### src/hpd_pkg.sv
// hpd_pkg: shared types and constants of the heading pd controller
// word structs, config bundle, register indexes, cordic arctangent table
// no dependencies
package hpd_pkg;

    localparam int APB_AW    = 5;
    localparam int APB_DW    = 32;
    localparam int CORDIC_XW = 36;   // holds 2^32.5 * 1.647 with sign
    localparam int ARC_DEPTH = 24;

    // atan(2^-i) in units of 2^-32 turn
    localparam logic [31:0] ARC_TAB [ARC_DEPTH] = '{
        32'h20000000, 32'h12E4051E, 32'h09FB385B, 32'h051111D4,
        32'h028B0D43, 32'h0145D7E1, 32'h00A2F61E, 32'h00517C55,
        32'h0028BE53, 32'h00145F2F, 32'h000A2F98, 32'h000517CC,
        32'h00028BE6, 32'h000145F3, 32'h0000A2FA, 32'h0000517D,
        32'h000028BE, 32'h0000145F, 32'h00000A30, 32'h00000518,
        32'h0000028C, 32'h00000146, 32'h000000A3, 32'h00000051
    };

    localparam logic [15:0] PROP_GAIN_RST   = 16'd2011;
    localparam logic [15:0] DERIV_GAIN_RST  = 16'd251;
    localparam logic [13:0] BASE_SPEED_RST  = 14'd7680;
    localparam logic [13:0] MAX_TURN_RST    = 14'd7680;
    localparam logic [14:0] REV_THRESH_RST  = 15'd18022;

    typedef enum logic [2:0] {
        REG_PROP_GAIN,
        REG_DERIV_GAIN,
        REG_BASE_SPEED,
        REG_MAX_TURN,
        REG_REV_THRESH
    } reg_idx_t;

    typedef struct packed {
        logic signed [15:0] robot_x;
        logic signed [15:0] robot_y;
        logic signed [15:0] robot_heading;
        logic signed [15:0] target_x;
        logic signed [15:0] target_y;
        logic [3:0]         robot_tag;
    } in_word_t;

    typedef struct packed {
        logic signed [15:0] left_speed;
        logic signed [15:0] right_speed;
        logic               reversed_drive;
        logic [3:0]         tag_out;
    } out_word_t;

    typedef struct packed {
        logic [15:0] prop_gain;
        logic [15:0] deriv_gain;
        logic [13:0] base_speed;
        logic [13:0] max_turn;
        logic [14:0] reverse_threshold;
    } cfg_t;

    // per-word fields that ride along the cordic pipeline
    typedef struct packed {
        logic [15:0] robot_heading;
        logic [3:0]  robot_tag;
        logic        is_zero;
    } side_t;

endpackage

### src/hpd_cordic_stage.sv
// hpd_cordic_stage: one registered vectoring iteration of the bearing cordic
// depends on hpd_pkg
module hpd_cordic_stage #(
    parameter int ANGLE_BITS = 16,
    parameter int IDX        = 0,
    parameter int ZW         = 26
) (
    input  logic                                aclk,
    input  logic                                aresetn,
    input  logic                                in_valid,
    output logic                                in_ready,
    input  logic signed [hpd_pkg::CORDIC_XW-1:0] x_in,
    input  logic signed [hpd_pkg::CORDIC_XW-1:0] y_in,
    input  logic signed [ZW-1:0]                z_in,
    input  hpd_pkg::side_t                      side_in,
    output logic                                out_valid,
    input  logic                                out_ready,
    output logic signed [hpd_pkg::CORDIC_XW-1:0] x_out,
    output logic signed [hpd_pkg::CORDIC_XW-1:0] y_out,
    output logic signed [ZW-1:0]                z_out,
    output hpd_pkg::side_t                      side_out
);
    import hpd_pkg::*;

    localparam logic signed [ZW-1:0] STEP = ZW'(ARC_TAB[IDX] >> (ARC_DEPTH - ANGLE_BITS));

    logic                        vld_reg;
    logic signed [CORDIC_XW-1:0] x_reg, y_reg, x_next, y_next, x_sh, y_sh;
    logic signed [ZW-1:0]        z_reg, z_next;
    side_t                       side_reg;

    assign in_ready  = !vld_reg || out_ready;
    assign out_valid = vld_reg;
    assign x_out     = x_reg;
    assign y_out     = y_reg;
    assign z_out     = z_reg;
    assign side_out  = side_reg;

    always_comb begin
        x_sh = x_in >>> IDX;
        y_sh = y_in >>> IDX;
        // y non-negative: rotate clockwise
        if (!y_in[CORDIC_XW-1]) begin
            x_next = x_in + y_sh;
            y_next = y_in - x_sh;
            z_next = z_in + STEP;
        end else begin
            x_next = x_in - y_sh;
            y_next = y_in + x_sh;
            z_next = z_in - STEP;
        end
    end

    always_ff @(posedge aclk) begin
        if (!aresetn) begin
            vld_reg <= 1'b0;
        end else if (in_ready) begin
            vld_reg <= in_valid;
        end
    end

    always_ff @(posedge aclk) begin
        if (in_ready) begin
            x_reg    <= x_next;
            y_reg    <= y_next;
            z_reg    <= z_next;
            side_reg <= side_in;
        end
    end

endmodule

### config.mk
export PLATFORM = sky130hd
export DESIGN_NAME = hpd_cordic_stage
export DESIGN_NICKNAME = d
export VERILOG_FILES = /design/src/hpd_pkg.sv /design/src/hpd_cordic_stage.sv
export SDC_FILE = /design/constraint.sdc
export NUM_CORES = 1
export LEC_CHECK = 0
export ABC_AREA = 0
export ABC_CLOCK_PERIOD_IN_PS = 4300
export BUFFER_PORTS_ARGS = -buffer_cell sky130_fd_sc_hd__clkbuf_2
export CORE_ASPECT_RATIO = 1.25
export CORE_MARGIN = 1.5
export CORE_UTILIZATION = 50
export DETAILED_ROUTE_END_ITERATION = 8
export MAX_ROUTING_LAYER = met4
export PLACE_DENSITY = 0.9
export SYNTH_ARGS = -nofsm -noshare
export SYNTH_HDL_FRONTEND = slang
export SYNTH_SLANG_ARGS = --single-unit
### constraint.sdc
create_clock -name aclk -period 4.3 [get_ports aclk]
set_input_delay 0.645 -clock aclk [delete_from_list [all_inputs] [get_ports aclk]]
set_output_delay 0.645 -clock aclk [all_outputs]
set_load 0.02 [all_outputs]
==> metrics.txt <==
status=finished, final reports clean; IO Port Bufs=~240; Clk pwr share=around a third; layout cell share with drive strength beyond 1=about a quarter; Worst Path Buf+Inv=2; Psw=about 1.7 mW; cell count along the critical path=12; most frequent cells in the layout=243 x clkbuf_2, 118 x a21oi_1, 118 x edfxtp_1; Max-slew headroom=32.53%; Peak VDD IR=roughly 0.29 mV; Worst path max stage delay=between 0.5 and 0.6 ns; static leakage=about 5.5 nW; Max Slew Vio Count=0; via count of the routed design=~9,500; CP cell instances=clkbuf_2, inv_1, ha_1, nor2_2, nand2_1, o22ai_1, o21ai_1, a31oi_1, o21ai_1, o311ai_0, o311ai_1, xor2_1; Hold Buf Count CTS=0; # H-tree levels=4; commonest non-fill, non-tap cell in the layout=clkbuf_2; synthesized area=slightly above 0.01 mm²; Post-CTS Resized=0; post-placement worst setup slack=~0.38 ns; largest net degree at the start of global routing=94; Seq pwr share=approximately a third; total iterations of the first detailed-routing run=6; die area=approximately 0.021 mm²; Clock Latency Late Sink=0.42 ns; row cnt=58; Routed WL=about 31,000 µm; I/O pin count=244; synthesis-to-finish area growth=19.70%; total gr overflow=0; Most common cell on crit path=o21ai_1; post-synth cell types=between 80 and 90; Tcrit/Tclk final=82.67%; antenna cells=0; Internal=2.943 mW; top post-synthesis cells by area=edfxtp_1 35%, ha_1 13%, a21oi_1 5.8%; 1st-iter DRT viols=about 1,000; average size of a mapped cell=approximately 9.2 µm²; Hold Path Cell Cnt=1; Clock Path Buffers=2; Total GRT Usage=a little under a third; Slew @ Worst Pin=1.012 ns; Final nets=between 1,500 and 2,000; routed len/inst=19.50 µm; CP max-delay cell=ha_1; minimum clock period=3.555 ns; CP required=about 4.5 ns; setup_tns=0 ns; Top delay family on crit path=compound AO/OA/AOI/OAI gates; FMAX=about 0.28 GHz; filler cell count=between 1,500 and 2,000; crit path capture type=register; PnR worst setup slack=between 0.7 and 0.8 ns; global-route wire length before repair=roughly 48,000 µm; vias per inst=between 5 and 6; max_cap viols=0; CP max FO=15; combinational share of power=between 30% and 40%; Root Buffer=clkbuf_16; DRC errors left=0; Post-synth EDFFs=between 100 and 150; dpl hpwl=between 20,000 and 25,000 µm; Post-CTS Setup Bufs=0; Starting Density=between 50 and 60%; core box area=0.02003 mm²; commonest register cell after synthesis=edfxtp_1; Synth Register Bits=between 100 and 150; RSZ-0062 raised after global routing=false; top-area cell type share of the netlist area=between 30% and 40%; gpl congestion=~0.97; post-route cell area=approximately 0.012 mm²; DIE WIDTH=between 100 and 150 µm; Reg2Reg Depth=2; post-synthesis net count=roughly 1,300; CTS tree=done; setup violators final=0; Worst Skew=0.01275 ns; DRT antenna net count=0; Critical Setup Path Class=in -> reg; initial antenna violation count=0; YS warnings=0; clock sinks=around 120; min-delay worst type=in -> reg; Gate Count Post-Synth=about 1,100; PwrDens=between 300 and 400 mW/mm²; TritonCTS buffer count=17; Die Y-Extent=between 150 and 200 µm; Hold Vio Cnt, Final=0; vias in the first global route=roughly 9,000; Sw Ratio=36.78%; critical path launch point type=input port; cell taking the most area after synthesis=edfxtp_1; placed cell area=about 0.012 mm²; post-synthesis async set-or-reset flop share=0%; sequential fraction of the synthesis area=a little over a third; critical path arrival=3.71 ns; clk slew on worst S/H paths=~0.060 ns
## worst register-to-register path: stages, from the launching register on
cell and delay, ns:
dfxtp_1 0.33, nand2b_4 0.45, buf_4 0.61
## cells in the mapped netlist (17+ instances only)
library cell  number
a21o_1            17
a21oi_1          118
edfxtp_1         118
ha_1             108
inv_1            106
nand2_1           62
nand3_1           21
nor2_1            83
o21ai_0           77
xnor2_1           64
## kinds of logic (layout without fill, tap and decap cells)
group,after synthesis,in the layout,synth area share [%]
XOR/XNOR,72,72,6.197
multiplexers,12,12,1.180
flip-flops,119,119,35.02
AND/OR/NAND/NOR,267,267,12.97
adder cells (fa/ha/maj),112,112,14.07
buffers and inverters,163,403,6.898
AO/OA/AOI/OAI,356,356,23.67
## layout make-up
cell class | count | area (µm²) | share of cell area (%)
Clock buffer | 17 | 425.4 | 3.493
Tap cell | 270 | 337.8 | 2.774
Sequential cell | 119 | 3563 | 29.26
Multi-Input combinational cell | 819 | 5918 | 48.59
Timing Repair Buffer | 258 | 1329 | 10.91
Clock inverter | 15 | 180.2 | 1.479
Inverter | 113 | 426.7 | 3.503
## path summary, 6_finish.rpt
| kind | start | to | slack, ns |
|---|---|---|---|
| max | x_in[10] | x_out[34] | 0.75 |
| min reg2reg | out_valid | z_out[19] | 1.01 |
| min | z_in[5] | z_out[5] | 0.40 |
| max reg2reg | out_valid | y_out[20] | 2.52 |
## power groups by stage
| stage | sequential, mW | clock [mW] | combinational, mW |
|---|---|---|---|
| floorplan | 1.85 | 0 | 0.797 |
| global placement | 1.61 | 0 | 1.53 |
| detailed placement | 1.61 | 0 | 1.55 |
| CTS | 1.59 | 1.50 | 1.56 |
| global route | 1.61 | 1.55 | 1.70 |
| finish | 1.59 | 1.49 | 1.58 |
## sequential cells by signal (all words and copies together), names as in the netlist
| signal | flops |
|---|---|
| z_out | 26 |
| out_valid | 1 |
| side_out | 21 |
| y_out | 35 |
| x_out | 36 |
## per-stage QoR
stage / power [mW] / cells / util, % / hold slack, ns
final: 4.655 / 1611 / 60.81 / 0.3957
after global routing: 4.851 / 1611 / 60.81 / 0.3827
after CTS: 4.651 / 1611 / 60.81 / 0.3880
after detailed placement: 3.163 / 1579 / 57.79 / 0.8236
after global placement: 3.140 / 1579 / 57.79 / 0.8223
after floorplan: 2.651 / 1101 / - / 0.7439
## per-layer routing
metal | up-vias | part of all wire, % | GRT usage, %
met5 | - | 0 | -
met4 | 0 | 5.0 | 14.74
met3 | 123 | 7.6 | 5.223
met2 | 519 | 49 | 50.14
met1 | 4425 | 38 | 35.04
li1 | 4421 | - | -
Power figures use the tool's default switching activity.
