<file path="config.mk">
export PLATFORM = sky130hd
export DESIGN_NAME = hpd_cfg_regs
export DESIGN_NICKNAME = d
export VERILOG_FILES = /design/src/hpd_pkg.sv /design/src/hpd_cfg_regs.sv
export SDC_FILE = /design/constraint.sdc
export NUM_CORES = 1
export LEC_CHECK = 0
export BUFFER_PORTS_ARGS = -buffer_cell sky130_fd_sc_hd__buf_2
export CAP_MARGIN = 20
export CORE_ASPECT_RATIO = 0.5
export CORE_UTILIZATION = 48
export CTS_CLUSTER_DIAMETER = 40
export CTS_CLUSTER_SIZE = 8
export DETAILED_ROUTE_END_ITERATION = 10
export GPL_TIMING_DRIVEN = 0
export MAX_ROUTING_LAYER = met4
export PLACE_DENSITY = 0.85
export RECOVER_POWER = 25
export SLEW_MARGIN = 10
export SYNTH_ARGS = -nofsm -noshare
export SYNTH_HDL_FRONTEND = slang
export SYNTH_SLANG_ARGS = --single-unit
</file>
<file path="constraint.sdc">
create_clock -name aclk -period 1.4 [get_ports aclk]
set_input_delay 0.07 -clock aclk [delete_from_list [all_inputs] [get_ports aclk]]
set_output_delay 0.07 -clock aclk [all_outputs]
set_load 0.02 [all_outputs]
</file>
<file path="src/hpd_pkg.sv">
// hpd_pkg: shared types and constants of the heading pd controller
// word structs, config bundle, register indexes, cordic arctangent table
// no dependencies
package hpd_pkg;

    localparam int APB_AW    = 5;
    localparam int APB_DW    = 32;
    localparam int CORDIC_XW = 36;   // holds 2^32.5 * 1.647 with sign
    localparam int ARC_DEPTH = 24;

    // atan(2^-i) in units of 2^-32 turn
    localparam logic [31:0] ARC_TAB [ARC_DEPTH] = '{
        32'h20000000, 32'h12E4051E, 32'h09FB385B, 32'h051111D4,
        32'h028B0D43, 32'h0145D7E1, 32'h00A2F61E, 32'h00517C55,
        32'h0028BE53, 32'h00145F2F, 32'h000A2F98, 32'h000517CC,
        32'h00028BE6, 32'h000145F3, 32'h0000A2FA, 32'h0000517D,
        32'h000028BE, 32'h0000145F, 32'h00000A30, 32'h00000518,
        32'h0000028C, 32'h00000146, 32'h000000A3, 32'h00000051
    };

    localparam logic [15:0] PROP_GAIN_RST   = 16'd2011;
    localparam logic [15:0] DERIV_GAIN_RST  = 16'd251;
    localparam logic [13:0] BASE_SPEED_RST  = 14'd7680;
    localparam logic [13:0] MAX_TURN_RST    = 14'd7680;
    localparam logic [14:0] REV_THRESH_RST  = 15'd18022;

    typedef enum logic [2:0] {
        REG_PROP_GAIN,
        REG_DERIV_GAIN,
        REG_BASE_SPEED,
        REG_MAX_TURN,
        REG_REV_THRESH
    } reg_idx_t;

    typedef struct packed {
        logic signed [15:0] robot_x;
        logic signed [15:0] robot_y;
        logic signed [15:0] robot_heading;
        logic signed [15:0] target_x;
        logic signed [15:0] target_y;
        logic [3:0]         robot_tag;
    } in_word_t;

    typedef struct packed {
        logic signed [15:0] left_speed;
        logic signed [15:0] right_speed;
        logic               reversed_drive;
        logic [3:0]         tag_out;
    } out_word_t;

    typedef struct packed {
        logic [15:0] prop_gain;
        logic [15:0] deriv_gain;
        logic [13:0] base_speed;
        logic [13:0] max_turn;
        logic [14:0] reverse_threshold;
    } cfg_t;

    // per-word fields that ride along the cordic pipeline
    typedef struct packed {
        logic [15:0] robot_heading;
        logic [3:0]  robot_tag;
        logic        is_zero;
    } side_t;

endpackage

</file>
<file path="src/hpd_cfg_regs.sv">
// hpd_cfg_regs: apb register file for gains, speeds and reversal threshold
// depends on hpd_pkg
module hpd_cfg_regs (
    input  logic                      aclk,
    input  logic                      aresetn,
    input  logic                      psel,
    input  logic                      penable,
    input  logic                      pwrite,
    input  logic [hpd_pkg::APB_AW-1:0] paddr,
    input  logic [hpd_pkg::APB_DW-1:0] pwdata,
    output logic [hpd_pkg::APB_DW-1:0] prdata,
    output logic                      pready,
    output hpd_pkg::cfg_t             cfg
);
    import hpd_pkg::*;

    cfg_t     cfg_reg;
    reg_idx_t idx;
    logic     wr_en;

    assign pready = 1'b1;
    assign idx    = reg_idx_t'(paddr[APB_AW-1:2]);
    assign wr_en  = psel && penable && pwrite;
    assign cfg    = cfg_reg;

    always_ff @(posedge aclk) begin
        if (!aresetn) begin
            cfg_reg.prop_gain         <= PROP_GAIN_RST;
            cfg_reg.deriv_gain        <= DERIV_GAIN_RST;
            cfg_reg.base_speed        <= BASE_SPEED_RST;
            cfg_reg.max_turn          <= MAX_TURN_RST;
            cfg_reg.reverse_threshold <= REV_THRESH_RST;
        end else if (wr_en) begin
            case (idx)
                REG_PROP_GAIN:  cfg_reg.prop_gain         <= pwdata[15:0];
                REG_DERIV_GAIN: cfg_reg.deriv_gain        <= pwdata[15:0];
                REG_BASE_SPEED: cfg_reg.base_speed        <= pwdata[13:0];
                REG_MAX_TURN:   cfg_reg.max_turn          <= pwdata[13:0];
                REG_REV_THRESH: cfg_reg.reverse_threshold <= pwdata[14:0];
                default: ;
            endcase
        end
    end

    always_comb begin
        case (idx)
            REG_PROP_GAIN:  prdata = {16'd0, cfg_reg.prop_gain};
            REG_DERIV_GAIN: prdata = {16'd0, cfg_reg.deriv_gain};
            REG_BASE_SPEED: prdata = {18'd0, cfg_reg.base_speed};
            REG_MAX_TURN:   prdata = {18'd0, cfg_reg.max_turn};
            REG_REV_THRESH: prdata = {17'd0, cfg_reg.reverse_threshold};
            default:        prdata = '0;
        endcase
    end

endmodule

</file>
==> results of run 1 <==
## cell families (layout without fill, tap and decap cells)
group | count (synthesis) | in the layout | synth area share
buffers and inverters | 64 | 198 | 0.0967
and+or+nand+nor | 114 | 114 | 0.157
muxes | 77 | 77 | 0.216
AOI/OAI and AO/OA | 59 | 59 | 0.116
other | 2 | 17 | 0.00206
DFF | 75 | 75 | 0.412
## placed cells by master, fill, tap and decap left out, types with 2 or more instances in the layout
master      count
buf_2          78
mux2i_1        63
nand2_1        61
dfxtp_1        55
clkbuf_1       44
buf_4          36
nor2b_1        25
a22oi_1        21
dfxtp_2        20
conb_1         17
inv_1          14
o211ai_1       14
o22ai_1        10
nand3_1        10
buf_6           9
clkbuf_16       9
mux2_2          8
mux2_4          6
a22oi_2         5
o22ai_2         4
nand4_1         4
clkbuf_2        2
o31ai_1         2
clkinv_2        2
clkinvlp_4      2
## worst max-delay path by stage
stage	start	slack, ps	cells after the start	endpoint
global route	cfg[41]	-120	4	prdata[12]
global placement	paddr[2]	-310	7	prdata[9]
detailed placement	paddr[2]	-310	7	prdata[4]
floorplan	paddr[3]	100	5	prdata[4]
CTS	cfg[41]	-80	4	prdata[12]
finish	cfg[41]	-90	4	prdata[12]
## metal layers
metal,track usage,up-vias
met1,0.373,1798
met2,0.501,297
met5,-,-
met4,0.163,0
met3,0.0969,63
li1,-,1624
## power breakdown
| group | internal [uW] | switching (uW) |
|---|---|---|
| sequential | 2150 | 16.0 |
| combinational | 218 | 398 |
| clock | 1360 | 885 |
## layout make-up
cell class                      count  area [sq um]  share of cell area
Inverter                           15          56.3              0.0116
Clock inverter                      5          55.1              0.0113
Buffer                             49           318              0.0654
Timing Repair Buffer              119           616               0.127
Multi-Input combinational cell    267          1940               0.399
Clock buffer                       10           229              0.0471
Sequential cell                    75          1530               0.314
Tap cell                           96           120              0.0247
## critical path, cell delays in order, from the launching register on
cell     delay [ps]
dfxtp_2         320
mux2_4          270
a22oi_2         200
o22ai_2         130
buf_6           170
## what timing repair did
action                     4_1_cts  5_1_grt
setup endpoints to repair       15       15
pin swaps                       14        6
setup buffers                    7        0
resized for setup               48       17
## per-stage QoR
step	cells	instance area, sq um	power (uW)	setup TNS, ps
floorplan	406	3700	2570	0
global placement	614	4380	2750	-3660
detailed placement	614	4380	2760	-3910
CTS	636	4860	4990	-220
global route	636	4860	5160	-947
finish	636	4860	5030	-445
==> metrics.md, run 1 <==
| Metric | Value |
|---|---|
| Max-slew violations | 0 |
| Uppermost layer routed | met4 |
| Area leader, netlist | dfxtp_1 |
| Final Cycle Share | 1.07 |
| Initial core utilization | 0.496 |
| TritonCTS buffer count | 9 |
| Commonest cells post-synth | 75 x dfxtp_1, 63 x mux2i_1, 61 x nand2_1 |
| Worst R2R Start | cfg[41] |
| Layout Nets | a little under 600 |
| MaxCap Viol Count | 0 |
| Vias per cell | ~5.9 |
| Final min period | 1490 ps |
| DP Worst Slack | -309 ps |
| Met2 Wirelength | around 5600 um |
| Number of warnings issued by yosys | 0 |
| Post-DRT Antenna Nets | 0 |
| Count leader, synth | dfxtp_1 |
| Congestion Overflow GR | 0 |
| RSZ-0062 raised after global routing | yes |
| Reg2Reg Setup Slack | about 640 ps |
| Critical Path Fanout Max | 2 |
| Die Wd | ~130 um |
| Final setup margin | -93.5 ps |
| Vias in the first global route | 3478 |
| Failing checks | design-rule violations, negative setup slack |
| EDFF count, synth | 0 |
| # setup viols final | 12 |
| DRC errors left | 8 |
| Worst min-delay path category | input port to flip-flop |
| Final hold violation count | 0 |
| Worst skew pair latency | roughly 330 ps |
| Hold path depth | 3 |
| Hold Path End | cfg[53] |
| Max FFs per register | 75 |
| Top_reg_cell synth | dfxtp_1 |
| Post-DP HPWL | between 8000 and 9000 um |
| Top-Level Pins | 150 |
| Register area share after synthesis | 0.412 |
| Async S/R FF share, synth | 0 |
| First-pass GRT wire length | 18400 um |
| All-layer global routing usage | 0.319 |
| Critical setup path kind | flip-flop to output port |
| Critical path data arrival time | roughly 1400 ps |
| H-Tree Depth | 3 |
| IO buf count | roughly 110 |
| CP Capture Type | output port |
| Worst-Margin Slew | between 700 and 800 ps |
| Crit path launch type | flip-flop |
| Pleak | 0.00230 uW |
| Final wirelength | ~13000 um |
| Vias post-DR | about 3800 |
| Row count | 22 |
| Met3 WL | 1450 um |
| Share of cells above drive strength 1 | 0.354 |
| Chip height | roughly 64 um |
| Wirelength per Cell | approximately 20 um |
| Syn Std Cell Area | ~3600 sq um |
| Util after Layout | 0.661 |
| Fmax | about 670 MHz |
| Total power per unit cell area | approximately 1000 nW/um^2 |
| Yosys reg bits | 75 |
| Worst path required time | between 1000 and 1500 ps |
| Clock Sink Count | between 70 and 80 |
| Placer congestion estimate | 0.914 |
| Syn Inst Count | 391 |
| Inserted Diodes | 0 |
| Reg2Reg Depth | 3 |
| Hold buffers post-CTS | 0 |
| WHS | approximately 10 ps |
| Filler cells | around 580 |
| Peak supply drop | around 0.63 mV |
| Die area | between 7000 and 8000 sq um |
| Antenna violations before repair | 0 |
| Area Growth Syn to Fin | 33.2% |
| Post-synth top area share | 0.412 |
| Hold_sp | pwdata[10] |
| Initial DRT Pass Iterations | 8 |
| Clock transition at the registers of the reported paths | approximately 50 ps |
| Slew margin rel. | 0.487 |
| Mean Syn Cell Area | between 9 and 10 sq um |
| Largest net degree at the start of global routing | 13 |
| Skew final | 0 ps |
| Core ar. | around 7300 sq um |
| Met1 WL | between 5000 and 6000 um |
| Worst r2r dst | cfg[41] |
| Top cells by area, synth | dfxtp_1 41%, mux2i_1 17%, nand2_1 6.3%, a22oi_1 5.4%, nor2b_1 4.5% |
| Clock root cell | clkbuf_16 |
| Initial DRC count | about 530 |
| CTS Buffer Depth | 2 |
| Number of distinct library cells after synthesis | 33 |
| Status | finished, violations left |
| TritonCTS clock tree | built |
(Power assumes the default switching activity.)
==> run 2, diff against run 1 <==
--- a/config.mk
+++ b/config.mk
@@ -12,10 +12,12 @@
 export CTS_CLUSTER_DIAMETER = 40
 export CTS_CLUSTER_SIZE = 8
 export DETAILED_ROUTE_END_ITERATION = 10
+export GPL_ROUTABILITY_DRIVEN = 0
 export GPL_TIMING_DRIVEN = 0
 export MAX_ROUTING_LAYER = met4
 export PLACE_DENSITY = 0.85
 export RECOVER_POWER = 25
+export REMOVE_ABC_BUFFERS = 1
 export SLEW_MARGIN = 10
 export SYNTH_ARGS = -nofsm -noshare
 export SYNTH_HDL_FRONTEND = slang
==> metrics.md, run 2 (same netlist as run 1, synthesis figures left out) <==
| Metric | Value |
|---|---|
| Status | finished, violations left |
| Failing checks | design-rule violations, negative setup slack |
| Final Cycle Share | 1.02 |
| Share of cells above drive strength 1 | 0.371 |
| Reg2Reg Setup Slack | approximately 650 ps |
| Max-slew violations | 0 |
| Critical setup path kind | flip-flop to output port |
| DP Worst Slack | -740 ps |
| First-pass GRT wire length | around 15000 um |
| Layout Nets | ~530 |
| # setup viols final | 5 |
| CP top delay family | flip-flops |
| Worst path required time | 1330 ps |
| Top-Level Pins | 150 |
| Final setup TNS | -53.4 ps |
| RSZ-0062 raised after global routing | yes |
| H-Tree Depth | 3 |
| Max stage delay on crit path | roughly 320 ps |
| Total power per unit cell area | 1030 nW/um^2 |
| Worst min-delay path category | input port to flip-flop |
| Die area | roughly 8000 sq um |
| Slew margin rel. | 0.406 |
| TritonCTS buffer count | 9 |
| Area Growth Syn to Fin | 26.0% |
| Most common cell after layout, fill and taps aside | buf_2 |
| Peak supply drop | around 0.56 mV |
| Worst skew pair latency | 320 ps |
| Chip height | 63.6 um |
| Worst r2r dst | cfg[71] |
| WHS | approximately 22 ps |
| Inserted Diodes | 0 |
| Clock transition at the registers of the reported paths | ~60 ps |
| Pleak | between 0.002 and 0.0025 uW |
| DRC errors left | 3 |
| Crit path launch type | flip-flop |
| All-layer global routing usage | 0.253 |
| CP Capture Point | prdata[4] |
| Final setup margin | -33.0 ps |
| Commonest cells after routing, fill and taps aside | 93 x buf_2, 63 x mux2i_1, 61 x nand2_1 |
| Worst R2R Start | cfg[71] |
| CP startpoint | cfg[33] |
| Critical path data arrival time | 1360 ps |
| Critical path's slowest cell | dfxtp_2 |
| CP Capture Type | output port |
| MaxCap Viol Count | 0 |
| Initial DRC count | about 370 |
| IO buf count | around 110 |
| Die Wd | about 130 um |
| Util after Layout | 0.625 |
| Antenna violations before repair | 0 |
| Skew final | 0 ps |
| Congestion Overflow GR | 0 |
| CTS Buffer Depth | 2 |
| FF+latch area | around 1500 sq um |
| Area taken by multi-input logic gates | a little under 2000 sq um |
| Final hold violation count | 0 |
| Final wirelength | roughly 10000 um |
| Initial core utilization | 0.496 |
| WP depth | 4 |
| Vias in the first global route | roughly 3000 |
| Vias post-DR | approximately 3300 |
| Clock Sink Count | 75 |
| Worst-Margin Slew | roughly 890 ps |
| Largest net degree at the start of global routing | 100 |
| CP bufs+invs | 1 |
| Reg2Reg Depth | 2 |
| Wirelength per Cell | around 17 um |
| TritonCTS clock tree | built |
| CP cell instances | mux2_4 -> a22oi_2 -> o22ai_1 -> buf_4 |
| Post-DP HPWL | roughly 6100 um |
| Post-DRT Antenna Nets | 0 |
| Final min period | approximately 1400 ps |
| Filler cells | around 560 |
| Fmax | ~700 MHz |
| Vias per cell | between 5 and 6 |
| Clock root cell | clkbuf_16 |
| Core ar. | ~7300 sq um |
| Row count | 22 |
| Critical Path Fanout Max | 3 |
| Max FFs per register | 75 |
| Initial DRT Pass Iterations | 11 |
[run 2: cell types whose count changed in the layout (fill, tap and decap cells not counted), sizes merged]
cell / previous run / this run
clkbuf: 55 / 19
buf: 123 / 117
clkinvlp: 2 / 0
bufinv: 1 / 0
clkinv: 2 / 3
[run 2: area by class of cell]
type | instances | share of cell area
tap | 96 | 0.0261
clock buffer | 12 | 0.0536
multi-input combinational | 267 | 0.422
clock inverter | 3 | 0.00327
timing repair buffer | 124 | 0.150
inverter | 15 | 0.0123
sequential | 75 | 0.332
[run 2: how the worst min path moves through the flow]
stage,start,endpoint,slack (ps),depth (start not counted)
2_1_floorplan,aresetn,cfg[14],160,1
3_3_place_gp,pwdata[8],cfg[67],340,3
3_5_place_dp,pwdata[9],cfg[52],350,3
4_1_cts,pwdata[9],cfg[68],20,3
5_1_grt,pwdata[10],cfg[53],30,3
6_report,pwdata[9],cfg[68],20,3
[run 2: per-stage QoR]
stage          power, uW  area (sq um)  std cells
3_5_place_dp        2670          4130        569
5_1_grt             4890          4600        592
3_3_place_gp        2660          4100        567
2_1_floorplan       2460          3410        357
6_report            4730          4600        592
4_1_cts             4710          4510        591
[run 2: repair_timing]
item	CTS	global route
gates resized for setup	25	32
hold endpoints to repair	0	0
endpoints found under the setup margin	77	25
gates cloned	0	0
hold buffers	0	0
buffers inserted	7	1
pin swaps	6	8
[run 2: tightest hold or removal path, cell delays in order]
cell and delay [ps]:
buf_2 100, nand3_1 60, o211ai_1 80
[run 2: layer usage]
layer,share of wire,global-route usage,wire (um)
met5,0,-,0
met4,0.017,0.0945,172
met3,0.058,0.0637,589
met2,0.49,0.401,4900
met1,0.44,0.313,4410
[run 2: power by group]
part           internal (uW)  switching (uW)  total [uW]  leakage (uW)
Sequential              2150            15.0        2170      0.000611
Clock                   1230             817        2050      0.000132
Combinational            176             342         517       0.00144
